--- config.mk ---
export PLATFORM = sky130hd
export DESIGN_NAME = srps_queue
export DESIGN_NICKNAME = d
export VERILOG_FILES = /design/src/rtl/stepper_ramp_pulse_sequencer_defines.svh /design/src/rtl/srps_queue.sv
export SDC_FILE = /design/constraint.sdc
export NUM_CORES = 1
export LEC_CHECK = 0
export BUFFER_PORTS_ARGS = -buffer_cell sky130_fd_sc_hd__clkbuf_2
export CAP_MARGIN = 20
export CORE_UTILIZATION = 40
export DETAILED_ROUTE_END_ITERATION = 16
export PLACE_DENSITY_LB_ADDON = 0.3
export SYNTH_ARGS = -nofsm -noshare
export SYNTH_HDL_FRONTEND = slang
export SYNTH_SLANG_ARGS = --single-unit
--- constraint.sdc ---
create_clock -name clk -period 2.1 [get_ports clk]
set_clock_uncertainty 0.15 [all_clocks]
set_input_delay 0.42 -clock clk [delete_from_list [all_inputs] [get_ports clk]]
set_output_delay 0.42 -clock clk [all_outputs]
set_load 0.01 [all_outputs]
--- src/rtl/stepper_ramp_pulse_sequencer_defines.svh ---
// ----------------------------------------------------------------------------
// Stepper ramp pulse sequencer - assertion macros
// Shorthand for the concurrent checks at the end of the top level.
// ----------------------------------------------------------------------------
`ifndef STEPPER_RAMP_PULSE_SEQUENCER_DEFINES_SVH
`define STEPPER_RAMP_PULSE_SEQUENCER_DEFINES_SVH

// Same-cycle implication, disabled during reset.
`define SRPS_ASSERT_IMP(lbl, clk_s, rst_s, ante, cons, msg) \
  lbl: assert property (@(posedge clk_s) disable iff (rst_s) (ante) |-> (cons)) \
    else $error(msg);

// Next-cycle implication, disabled during reset.
`define SRPS_ASSERT_NXT(lbl, clk_s, rst_s, ante, cons, msg) \
  lbl: assert property (@(posedge clk_s) disable iff (rst_s) (ante) |=> (cons)) \
    else $error(msg);

`endif

--- src/rtl/srps_queue.sv ---
// ----------------------------------------------------------------------------
// srps_queue
// Two-entry request queue between the front and the executor.
// ----------------------------------------------------------------------------
`default_nettype none

module srps_queue #(
  parameter int W = 8
) (
  input  wire logic         clk,
  input  wire logic         rst,
  input  wire logic         push,
  input  wire logic [W-1:0] din,
  output logic              full,
  input  wire logic         pop,
  output logic              valid,
  output logic [W-1:0]      dout
);

  logic [W-1:0] slot [2];
  logic         wr_ptr;
  logic         rd_ptr;
  logic [1:0]   count;
  logic         do_push;
  logic         do_pop;

  assign full    = (count == 2'd2);
  assign valid   = (count != 2'd0);
  assign do_push = push && !full;
  assign do_pop  = pop && valid;
  assign dout    = slot[rd_ptr];

  always_ff @(posedge clk) begin
    if (do_push) begin
      slot[wr_ptr] <= din;
    end
  end

  always_ff @(posedge clk) begin
    if (rst) begin
      wr_ptr <= 1'b0;
      rd_ptr <= 1'b0;
      count  <= 2'd0;
    end else begin
      if (do_push) begin
        wr_ptr <= !wr_ptr;
      end
      if (do_pop) begin
        rd_ptr <= !rd_ptr;
      end
      if (do_push && !do_pop) begin
        count <= count + 2'd1;
      end else if (do_pop && !do_push) begin
        count <= count - 2'd1;
      end
    end
  end

endmodule

`default_nettype wire

## After elaboration in Yosys (flattened, before gate mapping)

Memories as Yosys holds them, arrays and structs flattened. A register that Yosys moved wholly into a read port is not among the register bits.
Index checks and enable logic that the tools add are counted.

- Reductions and logical operators: 11
- Muxes and demuxes: 6
- $add $sub $neg: 2
- Equal/unequal tests: 1

Operator list:

| kind | count |
|---|---|
| 1-bit logical NOT | 5 |
| 1-bit logical AND | 4 |
| 1-bit two-way mux | 4 |
| 2-bit two-way mux | 2 |
| 2-bit nonzero test | 2 |
| 2-bit by 1-bit adder with 2-bit output, second input constant | 1 |
| 2-bit equality test, second input constant | 1 |
| 2-bit by 1-bit subtractor with 2-bit output, second input constant | 1 |

- Input bits: 12
- Output and inout bits: 10
- Memories: 1
- RAM bits: 16
- Flip-flop bits (word level): 4
- Word-level logic and storage cells: 24

Memory list:

| name | words | width | rd ports | clocked after Yosys merged registers in | wr ports | RTL line | text |
|---|---|---|---|---|---|---|---|
| slot | 2 | 8 | 1 | 1 | 1 | srps_queue.sv:20 | `logic [W-1:0] slot [2];` |

## Logic depth before layout (Yosys ltp)

- Depth after elaboration: 7
- Mapped depth: 6
- Gate-level depth less buffers: 6

## Least setup slack after synthesis

Ideal clock, no wire load.

- Path type: register to register
- From: reg count[1]
- To: reg count[1]
- Path buffers: 0
- Slack: 0.468 ns
- Data arrival time: 1.412 ns
- Cell stages (with the launch flop): 6
- Library setup time: 0.070 ns
- Required time: 1.880 ns
- Clock period less this slack: 1.632 ns
- Cells stage by stage: dfxtp_1 nor2b_2 nor2_1 ha_1 or3_1 a21oi_1

- Word-level cells in the longest chain between the ends: 6
- Elaborated cells on any way between the ends: 14
- Those cells by class: add/sub: 2; eq/ne: 1; mux: 2; reduce/logical: 9

RTL lines:

| what | RTL line | text |
|---|---|---|
| start, declared | srps_queue.sv:23 | `logic [1:0] count;` |
| start signal, assigned | srps_queue.sv:52 | `count <= count + 2'd1;` |
| start signal, assigned | srps_queue.sv:54 | `count <= count - 2'd1;` |
| 2-bit equality test * | srps_queue.sv:27 | `assign full = (count == 2'd2);` |
| net full | srps_queue.sv:14 | `output logic full,` |
| 1-bit logical NOT * | srps_queue.sv:29 | `assign do_push = push && !full;` |
| 1-bit logical AND * | srps_queue.sv:29 |  |
| 1-bit logical NOT | srps_queue.sv:53 | `end else if (do_pop && !do_push) begin` |
| 1-bit logical AND | srps_queue.sv:53 |  |
| 2-bit nonzero test (no line) | n/a |  |

The timed path passes the listed nets; every way through them passes the cells marked *. The select of a mux whose other input is x is not followed.
A chain may end at the register's enable or synchronous reset.

==> impl_metrics.tcl <==
set metrics [dict create \
    syn_avg_cell_area_um2 15.92 \
    cts_max_level 1 \
    vias 469 \
    finalPower_mw 1.099 \
    ys_ff_latch 21 \
    yosysSeqAreaShare_pct 72.96 \
    rows 15 \
    cts_buffers 3 \
    multiInputGateArea_um2 202.7 \
    clkPwrFrac_pct 16.8 \
    cts.sinks 21 \
    die_h_um 46.60 \
    hold_depth 1 \
    syn2layout_area_growth_pct 19.81 \
    worst_slew_pin_slew_ns 0.3952 \
    intPower_uw 771.0 \
    avgRoutedWirePerCell_um 11.60 \
    synth_area_um2 795.8 \
    final_cell_mix "clkbuf_2 (21), edfxtp_1 (16), mux2_2 (8)" \
    hpwlAfterDp_um 843.4 \
    endpoint_kind "output port" \
    path_class "reg -> out" \
    postCtsSetupBuffers 0 \
    yosysWarnings 0 \
    peakVddDrop_v 0.0005882 \
    final_net_count 88 \
    drc 0 \
    drv_cap 0 \
    core_area_um2 1802 \
    power-per-cell-area_nw_per_um2 1152 \
    diodes 0 \
    cts_hold_buf 0 \
    cts-root-buf "clkbuf_4" \
    io_buffers 21 \
    min_from "din[7]" \
    reg2reg_slack_ns 0.36 \
    final_max_slew_viol_count 0 \
    power_switching_uw 327.7 \
    seqPwrFrac_pct 53.0 \
    cp.arrival_ns 1.36 \
    vias_per_cell 4.737 \
    netlist_instances 50 \
    floorplan.initialDensity_pct 44.17 \
    grt_pass1_wl_um 1773 \
    cp.required_ns 1.53 \
    final_common_cell "clkbuf_2" \
    pwr-share-comb_pct 30.2 \
    min_to "slot[0][7]" \
    totalWireLength_um 1148 \
    fin_crit_sh_pct 91.90 \
    dieArea_um2 2172 \
    hold_violations 0 \
    drive_above_1_share_pct 45.95 \
    clk_pin_slew_ns 0.11 \
    cts_tree "yes" \
    track_usage_pct 12.02 \
    final-seq-area_um2 580.6 \
    grt_max_degree 12 \
    mappedNetlistNets 63 \
    antenna_found_initial 0 \
    max_slew_margin_pct 73.65 \
    ant_nets 0 \
    leakage_nw 0.3854 \
    rr_worst_depth 4 \
    gp_congestion 0.6535 \
    rr_startpoint "count[0]" \
    finalCriticalPeriod_ns 1.930 \
    switching_share_pct 29.83 \
    die_x_um 46.60 \
    rsz0062_at_grt "false" \
    setup_tns_ns 0 \
    drt-initial-drc-count 6 \
    grt_overflow_total 0 \
    path_max_fanout 8 \
    drtPass1Iterations 4 \
    r2r-end "count[1]" \
    startpoint_type "flop" \
    finalSetupViolCount 0 \
    clkLatencyLatePin_ns 0.29 \
    fmax_mhz 518.2 \
    worstHoldPathType "in -> reg" \
    outcome "complete, no violations" \
    clockBufferDepth 2 \
    ioPinCount 22 \
    cts_resized 0 \
    grt_pass1_vias 442 \
    yosys.cell_types.count 14 \
    fillCellCount 182 \
]
==> kinds of logic (layout without fill, tap and decap cells) <==
family	after synthesis	in the layout	synth area share [%]
muxes	8	8	11.32
buffers and inverters	3	27	1.572
DFF	21	21	72.96
adders and majority gates	1	1	1.572
xor gates and xnor gates	3	3	3.302
AOI/OAI and AO/OA	5	5	3.144
and+or+nand+nor	9	9	6.132
==> cell type report <==
class | instances | share of cell area, %
Timing Repair Buffer | 21 | 11.02
Multi-Input combinational cell | 26 | 21.26
Clock buffer | 4 | 2.756
Sequential cell | 21 | 60.89
Tap cell | 25 | 3.281
Inverter | 2 | 0.7874
==> synth_stat cells <==
master | count | area share, %
a21oi_1 | 2 | 1.3
and2_1 | 1 | 0.79
buf_2 | 1 | 0.63
dfxtp_1 | 5 | 13
edfxtp_1 | 16 | 60
ha_1 | 1 | 1.6
inv_1 | 2 | 0.94
mux2_2 | 8 | 11
nor2_1 | 4 | 1.9
nor2b_2 | 1 | 1.1
o21ai_0 | 3 | 1.9
or2_2 | 1 | 0.79
or3_1 | 2 | 1.6
xor2_1 | 3 | 3.3
==> routing by layer <==
metal  up-vias  track usage [%]  share of wire, %
met5         -                0                 0
met2        18            21.67                53
met1       220            12.41                39
met4         0            7.059              0.87
li1        229                -                 -
met3         2            2.745               7.0
==> state kept, by name, summed over array words and instances, names as in the netlist, named ones only <==
register,flops
slot,16
count,2
rd_ptr,1
wr_ptr,1
==> worst max-delay path by stage <==
| stage | end | slack, ns | cells after the start |
|---|---|---|---|
| after global placement | slot[0][6] | 0.43 | 4 |
| after floorplan | count[1] | 0.47 | 5 |
| after CTS | dout[5] | 0.14 | 2 |
| after detailed placement | count[1] | 0.37 | 4 |
| after global routing | dout[5] | 0.08 | 2 |
| final | dout[5] | 0.17 | 2 |
==> critical path, cell delays in order (launching register included) <==
cell      delay, ns
dfxtp_1        0.55
mux2_2         0.39
clkbuf_2       0.13
==> metrics by stage <==
| step | instances | instance area (um^2) | setup slack [ns] | utilization (%) | hold slack (ns) |
|---|---|---|---|---|---|
| finish | 99 | 953.4 | 0.1701 | 52.92 | 0.1625 |
| global route | 99 | 953.4 | 0.08192 | 52.92 | 0.1458 |
| CTS | 99 | 953.4 | 0.1410 | 52.92 | 0.1548 |
| detailed placement | 95 | 927.1 | 0.3654 | 51.46 | 0.3504 |
| global placement | 95 | 927.1 | 0.4265 | 51.46 | 0.3184 |
| floorplan | 50 | 795.8 | 0.4680 | - | 0.3016 |
==> power groups by stage <==
stage | Sequential (mW) | Clock, mW | Combinational, mW
2_1_floorplan | 0.564 | 0 | 0.251
3_3_place_gp | 0.593 | 0 | 0.327
3_5_place_dp | 0.595 | 0 | 0.336
4_1_cts | 0.585 | 0.189 | 0.340
5_1_grt | 0.596 | 0.204 | 0.367
6_report | 0.582 | 0.184 | 0.332
No activity file was read; power rests on OpenSTA's default activity.
