`src/rtl/stepper_ramp_pulse_sequencer_defines.svh`:
```
// ----------------------------------------------------------------------------
// Stepper ramp pulse sequencer - assertion macros
// Shorthand for the concurrent checks at the end of the top level.
// ----------------------------------------------------------------------------
`ifndef STEPPER_RAMP_PULSE_SEQUENCER_DEFINES_SVH
`define STEPPER_RAMP_PULSE_SEQUENCER_DEFINES_SVH

// Same-cycle implication, disabled during reset.
`define SRPS_ASSERT_IMP(lbl, clk_s, rst_s, ante, cons, msg) \
  lbl: assert property (@(posedge clk_s) disable iff (rst_s) (ante) |-> (cons)) \
    else $error(msg);

// Next-cycle implication, disabled during reset.
`define SRPS_ASSERT_NXT(lbl, clk_s, rst_s, ante, cons, msg) \
  lbl: assert property (@(posedge clk_s) disable iff (rst_s) (ante) |=> (cons)) \
    else $error(msg);

`endif

```
`src/rtl/srps_pkg.sv`:
```
// ----------------------------------------------------------------------------
// srps_pkg
// Shared codes and types of the stepper ramp pulse sequencer.
// ----------------------------------------------------------------------------
`default_nettype none

package srps_pkg;

  localparam int PROFILE_COUNT = 4;

  // Request operation codes
  localparam logic [1:0] OP_TICK  = 2'd0;
  localparam logic [1:0] OP_START = 2'd1;
  localparam logic [1:0] OP_WRITE = 2'd2;

  // Configuration register indexes
  localparam logic [2:0] CFG_RAMP_LEN_0   = 3'd0;
  localparam logic [2:0] CFG_RAMP_LEN_1   = 3'd1;
  localparam logic [2:0] CFG_RAMP_LEN_2   = 3'd2;
  localparam logic [2:0] CFG_RAMP_LEN_3   = 3'd3;
  localparam logic [2:0] CFG_FIXED_DELAY  = 3'd4;
  localparam logic [2:0] CFG_SYSTEM_READY = 3'd5;
  localparam logic [2:0] CFG_DEBUG_MODE   = 3'd6;

  localparam logic [1:0] FALLBACK_PROFILE = 2'd3;
  localparam logic [15:0] FIXED_DELAY_RESET = 16'd500;

  typedef enum logic [1:0] {
    KIND_TICK,
    KIND_START,
    KIND_WRITE,
    KIND_NOP
  } kind_t;

  typedef enum logic [1:0] {
    PH_IDLE,
    PH_UP,
    PH_CRUISE,
    PH_DOWN
  } phase_t;

  // What the executor does with one request
  typedef enum logic [3:0] {
    ACT_NONE,
    ACT_DEC,
    ACT_LOW,
    ACT_RAMP_NEXT,
    ACT_RAMP_HOLD,
    ACT_RAMP_LAST,
    ACT_RAMP_PREV,
    ACT_REPEAT,
    ACT_FINISH,
    ACT_START_RAMP,
    ACT_START_FIXED,
    ACT_REJECT,
    ACT_WRITE
  } act_t;

  // Classified request as it travels from front to back
  typedef struct packed {
    kind_t       kind;
    logic        motor;
    logic [1:0]  profile;   // chosen profile for start, target profile for write
    logic        ramped;
    logic        go;        // start with a nonzero pulse count
    logic [15:0] count;     // initial cruise count
    logic [15:0] delay0;    // fixed half-period for unramped moves
    logic        wr_en;     // write index inside the table
    logic [8:0]  wr_index;
    logic [15:0] wr_value;
  } cmd_t;

endpackage

`default_nettype wire

```
`src/rtl/srps_front.sv`:
```
// ----------------------------------------------------------------------------
// srps_front
// Configuration registers and request classification.
// ----------------------------------------------------------------------------
`default_nettype none

module srps_front #(
  parameter int RAMP_DEPTH = 512,
  localparam int LEN_W = $clog2(RAMP_DEPTH + 1)
) (
  input  wire logic              clk,
  input  wire logic              rst,
  input  wire logic              cfg_valid,
  output logic                   cfg_ready,
  input  wire logic [2:0]        cfg_index,
  input  wire logic [15:0]       cfg_data,
  input  wire logic [1:0]        operation,
  input  wire logic              motor_side,
  input  wire logic              left_tight,
  input  wire logic              right_tight,
  input  wire logic [15:0]       pulse_count,
  input  wire logic [1:0]        table_profile,
  input  wire logic [8:0]        table_index,
  input  wire logic [15:0]       table_value,
  output srps_pkg::cmd_t         cmd,
  output logic [LEN_W-1:0]       cmd_len
);
  import srps_pkg::*;

  logic [9:0]  ramp_len [PROFILE_COUNT];
  logic [15:0] fixed_delay;
  logic        system_ready;
  logic        debug_mode;

  logic [1:0]  prof;
  logic [16:0] len_raw;
  logic [16:0] len_sat;
  logic [16:0] len_x2;
  logic        ramped;

  assign cfg_ready = 1'b1;

  always_ff @(posedge clk) begin
    if (rst) begin
      for (int i = 0; i < PROFILE_COUNT; i++) begin
        ramp_len[i] <= '0;
      end
      fixed_delay  <= FIXED_DELAY_RESET;
      system_ready <= 1'b0;
      debug_mode   <= 1'b0;
    end else if (cfg_valid) begin
      unique case (cfg_index)
        CFG_RAMP_LEN_0:   ramp_len[0]  <= cfg_data[9:0];
        CFG_RAMP_LEN_1:   ramp_len[1]  <= cfg_data[9:0];
        CFG_RAMP_LEN_2:   ramp_len[2]  <= cfg_data[9:0];
        CFG_RAMP_LEN_3:   ramp_len[3]  <= cfg_data[9:0];
        CFG_FIXED_DELAY:  fixed_delay  <= cfg_data;
        CFG_SYSTEM_READY: system_ready <= cfg_data[0];
        CFG_DEBUG_MODE:   debug_mode   <= cfg_data[0];
        default: ;
      endcase
    end
  end

  // Profile from motor side and grip flags
  always_comb begin
    if (!system_ready) begin
      prof = FALLBACK_PROFILE;
    end else if (motor_side) begin
      prof = right_tight ? (left_tight ? 2'd2 : 2'd1) : 2'd0;
    end else begin
      prof = left_tight ? (right_tight ? 2'd2 : 2'd1) : 2'd0;
    end
  end

  // Clamp the ramp length to the table depth
  assign len_raw = {7'd0, ramp_len[prof]};
  assign len_sat = (len_raw > 17'(RAMP_DEPTH)) ? 17'(RAMP_DEPTH) : len_raw;
  assign len_x2  = {len_sat[15:0], 1'b0};
  assign ramped  = system_ready && !debug_mode && (len_sat != '0) &&
                   ({1'b0, pulse_count} >= len_x2);

  always_comb begin
    unique case (operation)
      OP_TICK:  cmd.kind = KIND_TICK;
      OP_START: cmd.kind = KIND_START;
      OP_WRITE: cmd.kind = KIND_WRITE;
      default:  cmd.kind = KIND_NOP;
    endcase
    cmd.motor    = motor_side;
    cmd.profile  = (operation == OP_WRITE) ? table_profile : prof;
    cmd.ramped   = ramped;
    cmd.go       = (pulse_count != 16'd0);
    cmd.count    = ramped ? (pulse_count - len_x2[15:0]) : (pulse_count - 16'd1);
    cmd.delay0   = fixed_delay;
    cmd.wr_en    = ({23'd0, table_index} < 32'(RAMP_DEPTH));
    cmd.wr_index = table_index;
    cmd.wr_value = table_value;
  end

  assign cmd_len = LEN_W'(len_sat);

endmodule

`default_nettype wire

```
`config.mk`:
```
export PLATFORM = sky130hd
export DESIGN_NAME = srps_front
export DESIGN_NICKNAME = d
export VERILOG_FILES = /design/src/rtl/stepper_ramp_pulse_sequencer_defines.svh /design/src/rtl/srps_pkg.sv /design/src/rtl/srps_front.sv
export SDC_FILE = /design/constraint.sdc
export NUM_CORES = 1
export LEC_CHECK = 0
export ABC_AREA = 1
export BUFFER_PORTS_ARGS = -buffer_cell sky130_fd_sc_hd__buf_4
export CORE_MARGIN = 5
export CORE_UTILIZATION = 30
export CTS_BUF_LIST = sky130_fd_sc_hd__clkbuf_8
export DETAILED_ROUTE_END_ITERATION = 10
export PLACE_DENSITY = 0.67
export SLEW_MARGIN = 20
export SYNTH_ARGS = -nofsm -noshare
export SYNTH_HDL_FRONTEND = slang
export SYNTH_SLANG_ARGS = --single-unit
```
`constraint.sdc`:
```
create_clock -name clk -period 3.2 [get_ports clk]
set_input_delay 0.32 -clock clk [delete_from_list [all_inputs] [get_ports clk]]
set_output_delay 0.32 -clock clk [all_outputs]
set_load 0.005 [all_outputs]
```
* Yosys cells after proc, flatten, opt, wreduce, memory -nomap -nowiden
Memory sizes are Yosys's and may differ from the RTL's. Index checks and enable logic that the tools add are counted.
Word-level totals: bits in registers 18, RAM bits 40, input port bits 70, output and inout port bits 76, logic and storage cells 63, memories kept 1
Memories:
- ramp_len | words 4, width 10, read ports 1, clocked after memory_dff 0, write ports 4, line srps_front.sv:30 | logic [9:0] ramp_len [PROFILE_COUNT];
Cells by class: $add $sub $neg 2, $lt $le $gt $ge 2, eq/ne operators 8, mux-type cells 32, bitwise gates (word level) 4, reduce and logical (&&, ||, !) cells 11
Operators by type and width (number):
- 10-bit two-way mux | 5
- 1-bit two-way mux | 18
- 17-bit nonzero test | 1
- 16-bit by 11-bit greater-or-equal comparator with 1-bit output | 1
- 16-bit two-way mux | 1
- 16-bit nonzero test | 1
- 16-bit by 1-bit subtractor with 16-bit output, second input constant | 1
- 16-bit by 11-bit subtractor with 16-bit output | 1
- 2-bit two-way mux | 7
- 10-bit > comparator, second input constant | 1
- 3-bit == test, second input constant | 3
- 3-bit by 2-bit == test with 1-bit output, second input constant | 2
- 2-bit one-hot mux with 3 select lines | 1
- 2-bit AND reduction | 3
- 1-bit bitwise OR | 4
- 3-bit by 1-bit == test with 1-bit output, second input constant | 1
- 1-bit logical AND | 3
- 3-bit zero test | 1
- 2-bit by 1-bit == test with 1-bit output, second input constant | 1
- 2-bit == test, second input constant | 1
- 2-bit zero test | 1
- 1-bit zero test | 1

* Longest topological paths before layout
An unclocked memory read counts as a cell.
word-level depth 11, depth in mapped cells 27, depth with buffers taken out 25

* Least setup slack after synthesis
Ideal clock, no wire load.
path type reg-to-output, start point reg system_ready, end point out cmd[59] (netlist bit), data arrival time 3254 ps, data required time 2880 ps, slack -374 ps, stages on the path, launching flop included 26, cell sequence dfxtp_1 buf_4 inv_2 a21oi_1 buf_2 nand3_1 nand2_1 nand3_1 nor2_1 nand2_1 nand2_2 inv_1 nor2_1 inv_1 ha_1 nand2_1 o21a_1 nor3_1 nor2_1 o21ai_2 nor2_1 nor3_4 nand2_4 buf_6 inv_1 buf_4
Between the ends: word-level cells in the longest chain between the ends 7, elaborated cells on any way between the ends 9
Ends and longest elaborated chain:
- start: declaration | line srps_front.sv:32 | logic system_ready;
- start signal: assignment | line srps_front.sv:58 | CFG_SYSTEM_READY: system_ready <= cfg_data[0];
- 2-bit two-way mux (*) | line srps_front.sv:67 | if (!system_ready) begin
- memory read 4 x 10 bit (*)
- 10-bit > comparator | line srps_front.sv:78 | assign len_sat = (len_raw > 17'(RAMP_DEPTH)) ? 17'(RAMP_DEPTH) : len_raw;
- 10-bit two-way mux (*) | line srps_front.sv:78
- named net cmd_len[1] | line srps_front.sv:26 | output logic [LEN_W-1:0] cmd_len
- parallel branches: the longest is 2 deep, another holds 16-bit by 11-bit greater-or-equal comparator with 1-bit output
- 1-bit logical AND (*) | line srps_front.sv:80 | assign ramped = system_ready && !debug_mode && (len_sat != '0) &&
- end: declaration | line srps_front.sv:25 | output srps_pkg::cmd_t cmd,
Mark *: on every way through the listed nets, which the timed path passes.

==> results.cfg <==
[floorplanning]
num_rows = 42
die-height_um = 126.3
start_util = 0.3066
die-area_um2 = 15960
core_um2 = 13240
fp.dieW_um = 126.3
top_level_ports = 146

[global_route]
grt_usage = 0.1316
grt_antenna_before_repair = 0
grt_start_max_net_pins = 25
grt_pass1_wl_mm = 17.60
global_route.overflow_total = 0
first_global_vias = 3768

[critical_path]
criticalPathCategory = flip-flop to primary output
critPathTopFamily = simple AND/OR/NAND/NOR gates
cp-start-kind = flip-flop
critical_path.slowest_cell = sky130_fd_sc_hd__dfxtp_4
worst_setup_path_end_kind = primary output
cpPeakStageDelay_ns = 0.37
crit_buf_inv = 6
worstReg2RegStart = system_ready
worst-endpoint-arrival_ns = 3.45
worst-r2r-setup-slack_ns = 2.27
crit_top_cell = sky130_fd_sc_hd__nand2_1
critical_path_required_ns = 2.88
worst-r2r-cell-count = 4
worstReg2RegEnd = system_ready
critPathMaxFanout = 9

[finish]
number_of_antenna_cells_inserted = 0
final_net_count = 748
stdcell_count = 847
final_common_cell = sky130_fd_sc_hd__buf_4
multi_input_comb_area_um2 = 2157
seqCellArea_um2 = 1565
drive_above_1_share = 0.3607
fill_cells = 1344
finalInstanceArea_um2 = 5634
final_cell_mix = 151 x sky130_fd_sc_hd__buf_4, 100 x sky130_fd_sc_hd__nand2_1, 77 x sky130_fd_sc_hd__nor2_1, 55 x sky130_fd_sc_hd__inv_1, 47 x sky130_fd_sc_hd__nand3_1
finalCoreUtilization = 0.4255
area.growth.synth_to_final_pct = 38.77

[hold_path]
hold_path.class = input port to flip-flop
holdPathEnd = system_ready
whs_path_depth = 2
min-delay-start = rst

[job]
max-cap-violations = 0

[sta]
tns_ns = -9.218
final_period_minus_worst_setup_slack_ns = 3.766
tightest_slew_ns = 0.5850
final_report_max_slew_violation_count = 0
finalHoldViolCount = 0
clock-skew-final_ns = 0
final_min_period_over_clock_period = 1.177
final_setup_violation_count = 17
fmax_mhz = 265.5
rsz_0062_raised_after_global_routing = true
slew-limit-headroom = 0.6076
fin_ws_ns = -0.5659

[cts]
clock_latency_ns = 0.32
cts.reportedPaths.clkPinSlew_ns = 0.06
tritoncts_clock_tree = done
clock_path_buffers = 2
cts_sinks = 58
cts_max_level = 3
ctsHoldBuffers = 0
numCtsBuffers = 9
clk_root_buffer_cell = sky130_fd_sc_hd__clkbuf_8

[outcome]
failed_checks = setup timing
status = finished, violations left

[drt]
drt-vias-per-instance = 4.463
drt_first_iter_violations = 158
drt.antenna.violating_nets = 0
wl_per_cell_um = 12.46
drc = 0
vias = 3780
first_pass_iters = 6
postRouteWirelength_mm = 10.56

[pwr]
leakage_nw = 2.635
max-vdd-ir-drop_mv = 0.2954
power.density_cell_area_nw_per_um2 = 364.8
report.power.total_w = 0.002055

[logic_synthesis]
synth_edf_count = 40
yosys-top-cells-area = sky130_fd_sc_hd__edfxtp_1 30%, sky130_fd_sc_hd__nand2_1 10%, sky130_fd_sc_hd__dfxtp_1 8.9%, sky130_fd_sc_hd__nor2_1 8.0%, sky130_fd_sc_hd__nand3_1 6.0%
synth.yosys.seq_area_share = 0.3846
syn-instance-count = 533
synth_flop_cell = sky130_fd_sc_hd__edfxtp_1
library_cells_used_by_synthesis = 38
ys_warn_count = 0
synth_area_per_cell_um2 = 7.618
ys_ff_latch = 58
synth_async_sr_flop_share = 0
synth.largest_area_cell = sky130_fd_sc_hd__edfxtp_1
post-synth-top-area-fraction = 0.2958
syn_area_um2 = 4060

[placed_design]
gp_congestion = 0.8674
dp_hpwl_mm = 8.109
port-buffer-count = 93
placement.cell_area_um2 = 5174
post-place-cells = 816
[kinds of logic (layout without fill, tap and decap cells)]
family	count (synthesis)	in the layout	synth area share
other cells	1	2	0.0009236
xor+xnor	24	24	0.05177
compound gates	50	50	0.07859
buf+inv	107	241	0.1371
fa+ha+maj	12	12	0.03883
simple gates	281	284	0.3082
flops	58	58	0.3846
[area by class of cell]
| type | instances | share of cell area |
|---|---|---|
| Clock inverter | 7 | 0.006662 |
| Inverter | 63 | 0.04775 |
| Timing Repair Buffer | 162 | 0.2239 |
| Tap cell | 176 | 0.03909 |
| Clock buffer | 9 | 0.02199 |
| Sequential cell | 58 | 0.2778 |
| Multi-Input combinational cell | 372 | 0.3829 |
[worst max-delay path by stage]
stage,cells past startpoint,end,start
after floorplan,27,cmd[59],left_tight
after global placement,25,cmd[57],right_tight
after detailed placement,25,cmd[57],right_tight
after CTS,25,cmd[45],system_ready
after global routing,25,cmd[46],system_ready
final,25,cmd[42],system_ready
[cells in the mapped netlist, types with 7 or more instances]
library cell / instances
sky130_fd_sc_hd__a21oi_1: 16
sky130_fd_sc_hd__dfxtp_1: 18
sky130_fd_sc_hd__nand3_1: 49
sky130_fd_sc_hd__o21ai_0: 16
sky130_fd_sc_hd__inv_1: 58
sky130_fd_sc_hd__edfxtp_1: 40
sky130_fd_sc_hd__nand4_1: 11
sky130_fd_sc_hd__ha_1: 11
sky130_fd_sc_hd__nand2_2: 12
sky130_fd_sc_hd__xnor2_1: 7
sky130_fd_sc_hd__buf_4: 32
sky130_fd_sc_hd__nor2_1: 86
sky130_fd_sc_hd__xor2_1: 17
sky130_fd_sc_hd__nand2_1: 112
[through the flow]
stage               hold WS [ns]  setup WS, ns
global route              0.1475       -0.9177
global placement          0.4581       -0.6028
finish                    0.1707       -0.5659
CTS                       0.1479       -0.5684
detailed placement        0.4692       -0.6892
floorplan                 0.3980       -0.2438
[per-layer routing]
| metal | wire length (µm) | vias up | share of wire | GRT usage |
|---|---|---|---|---|
| met1 | 4889 | 1680 | 0.46 | 0.1739 |
| met4 | 57 | 0 | 0.0054 | 0.02397 |
| li1 | - | 1969 | - | - |
| met3 | 886 | 8 | 0.084 | 0.04245 |
| met5 | 0 | - | 0 | 0 |
| met2 | 4722 | 123 | 0.45 | 0.2141 |
[flip-flops by register name, summed over array words and instances, names as in the netlist]
name and count:
ramp_len 40, system_ready 1, fixed_delay 16, debug_mode 1
[repair_timing]
action | CTS | global route
endpoints found under the hold margin | 0 | 0
endpoints found under the setup margin | 17 | 17
pin swaps | 8 | 2
resized for setup | 39 | 11
setup buffers | 9 | 3
cloned | 3 | 0
[power by group]
part           total, W  switching (W)  internal [W]
Sequential     0.000861      0.0000179      0.000844
Clock          0.000548       0.000278      0.000270
Combinational  0.000645       0.000320      0.000326
Total           0.00206       0.000616       0.00144
(Power assumes the default switching activity.)
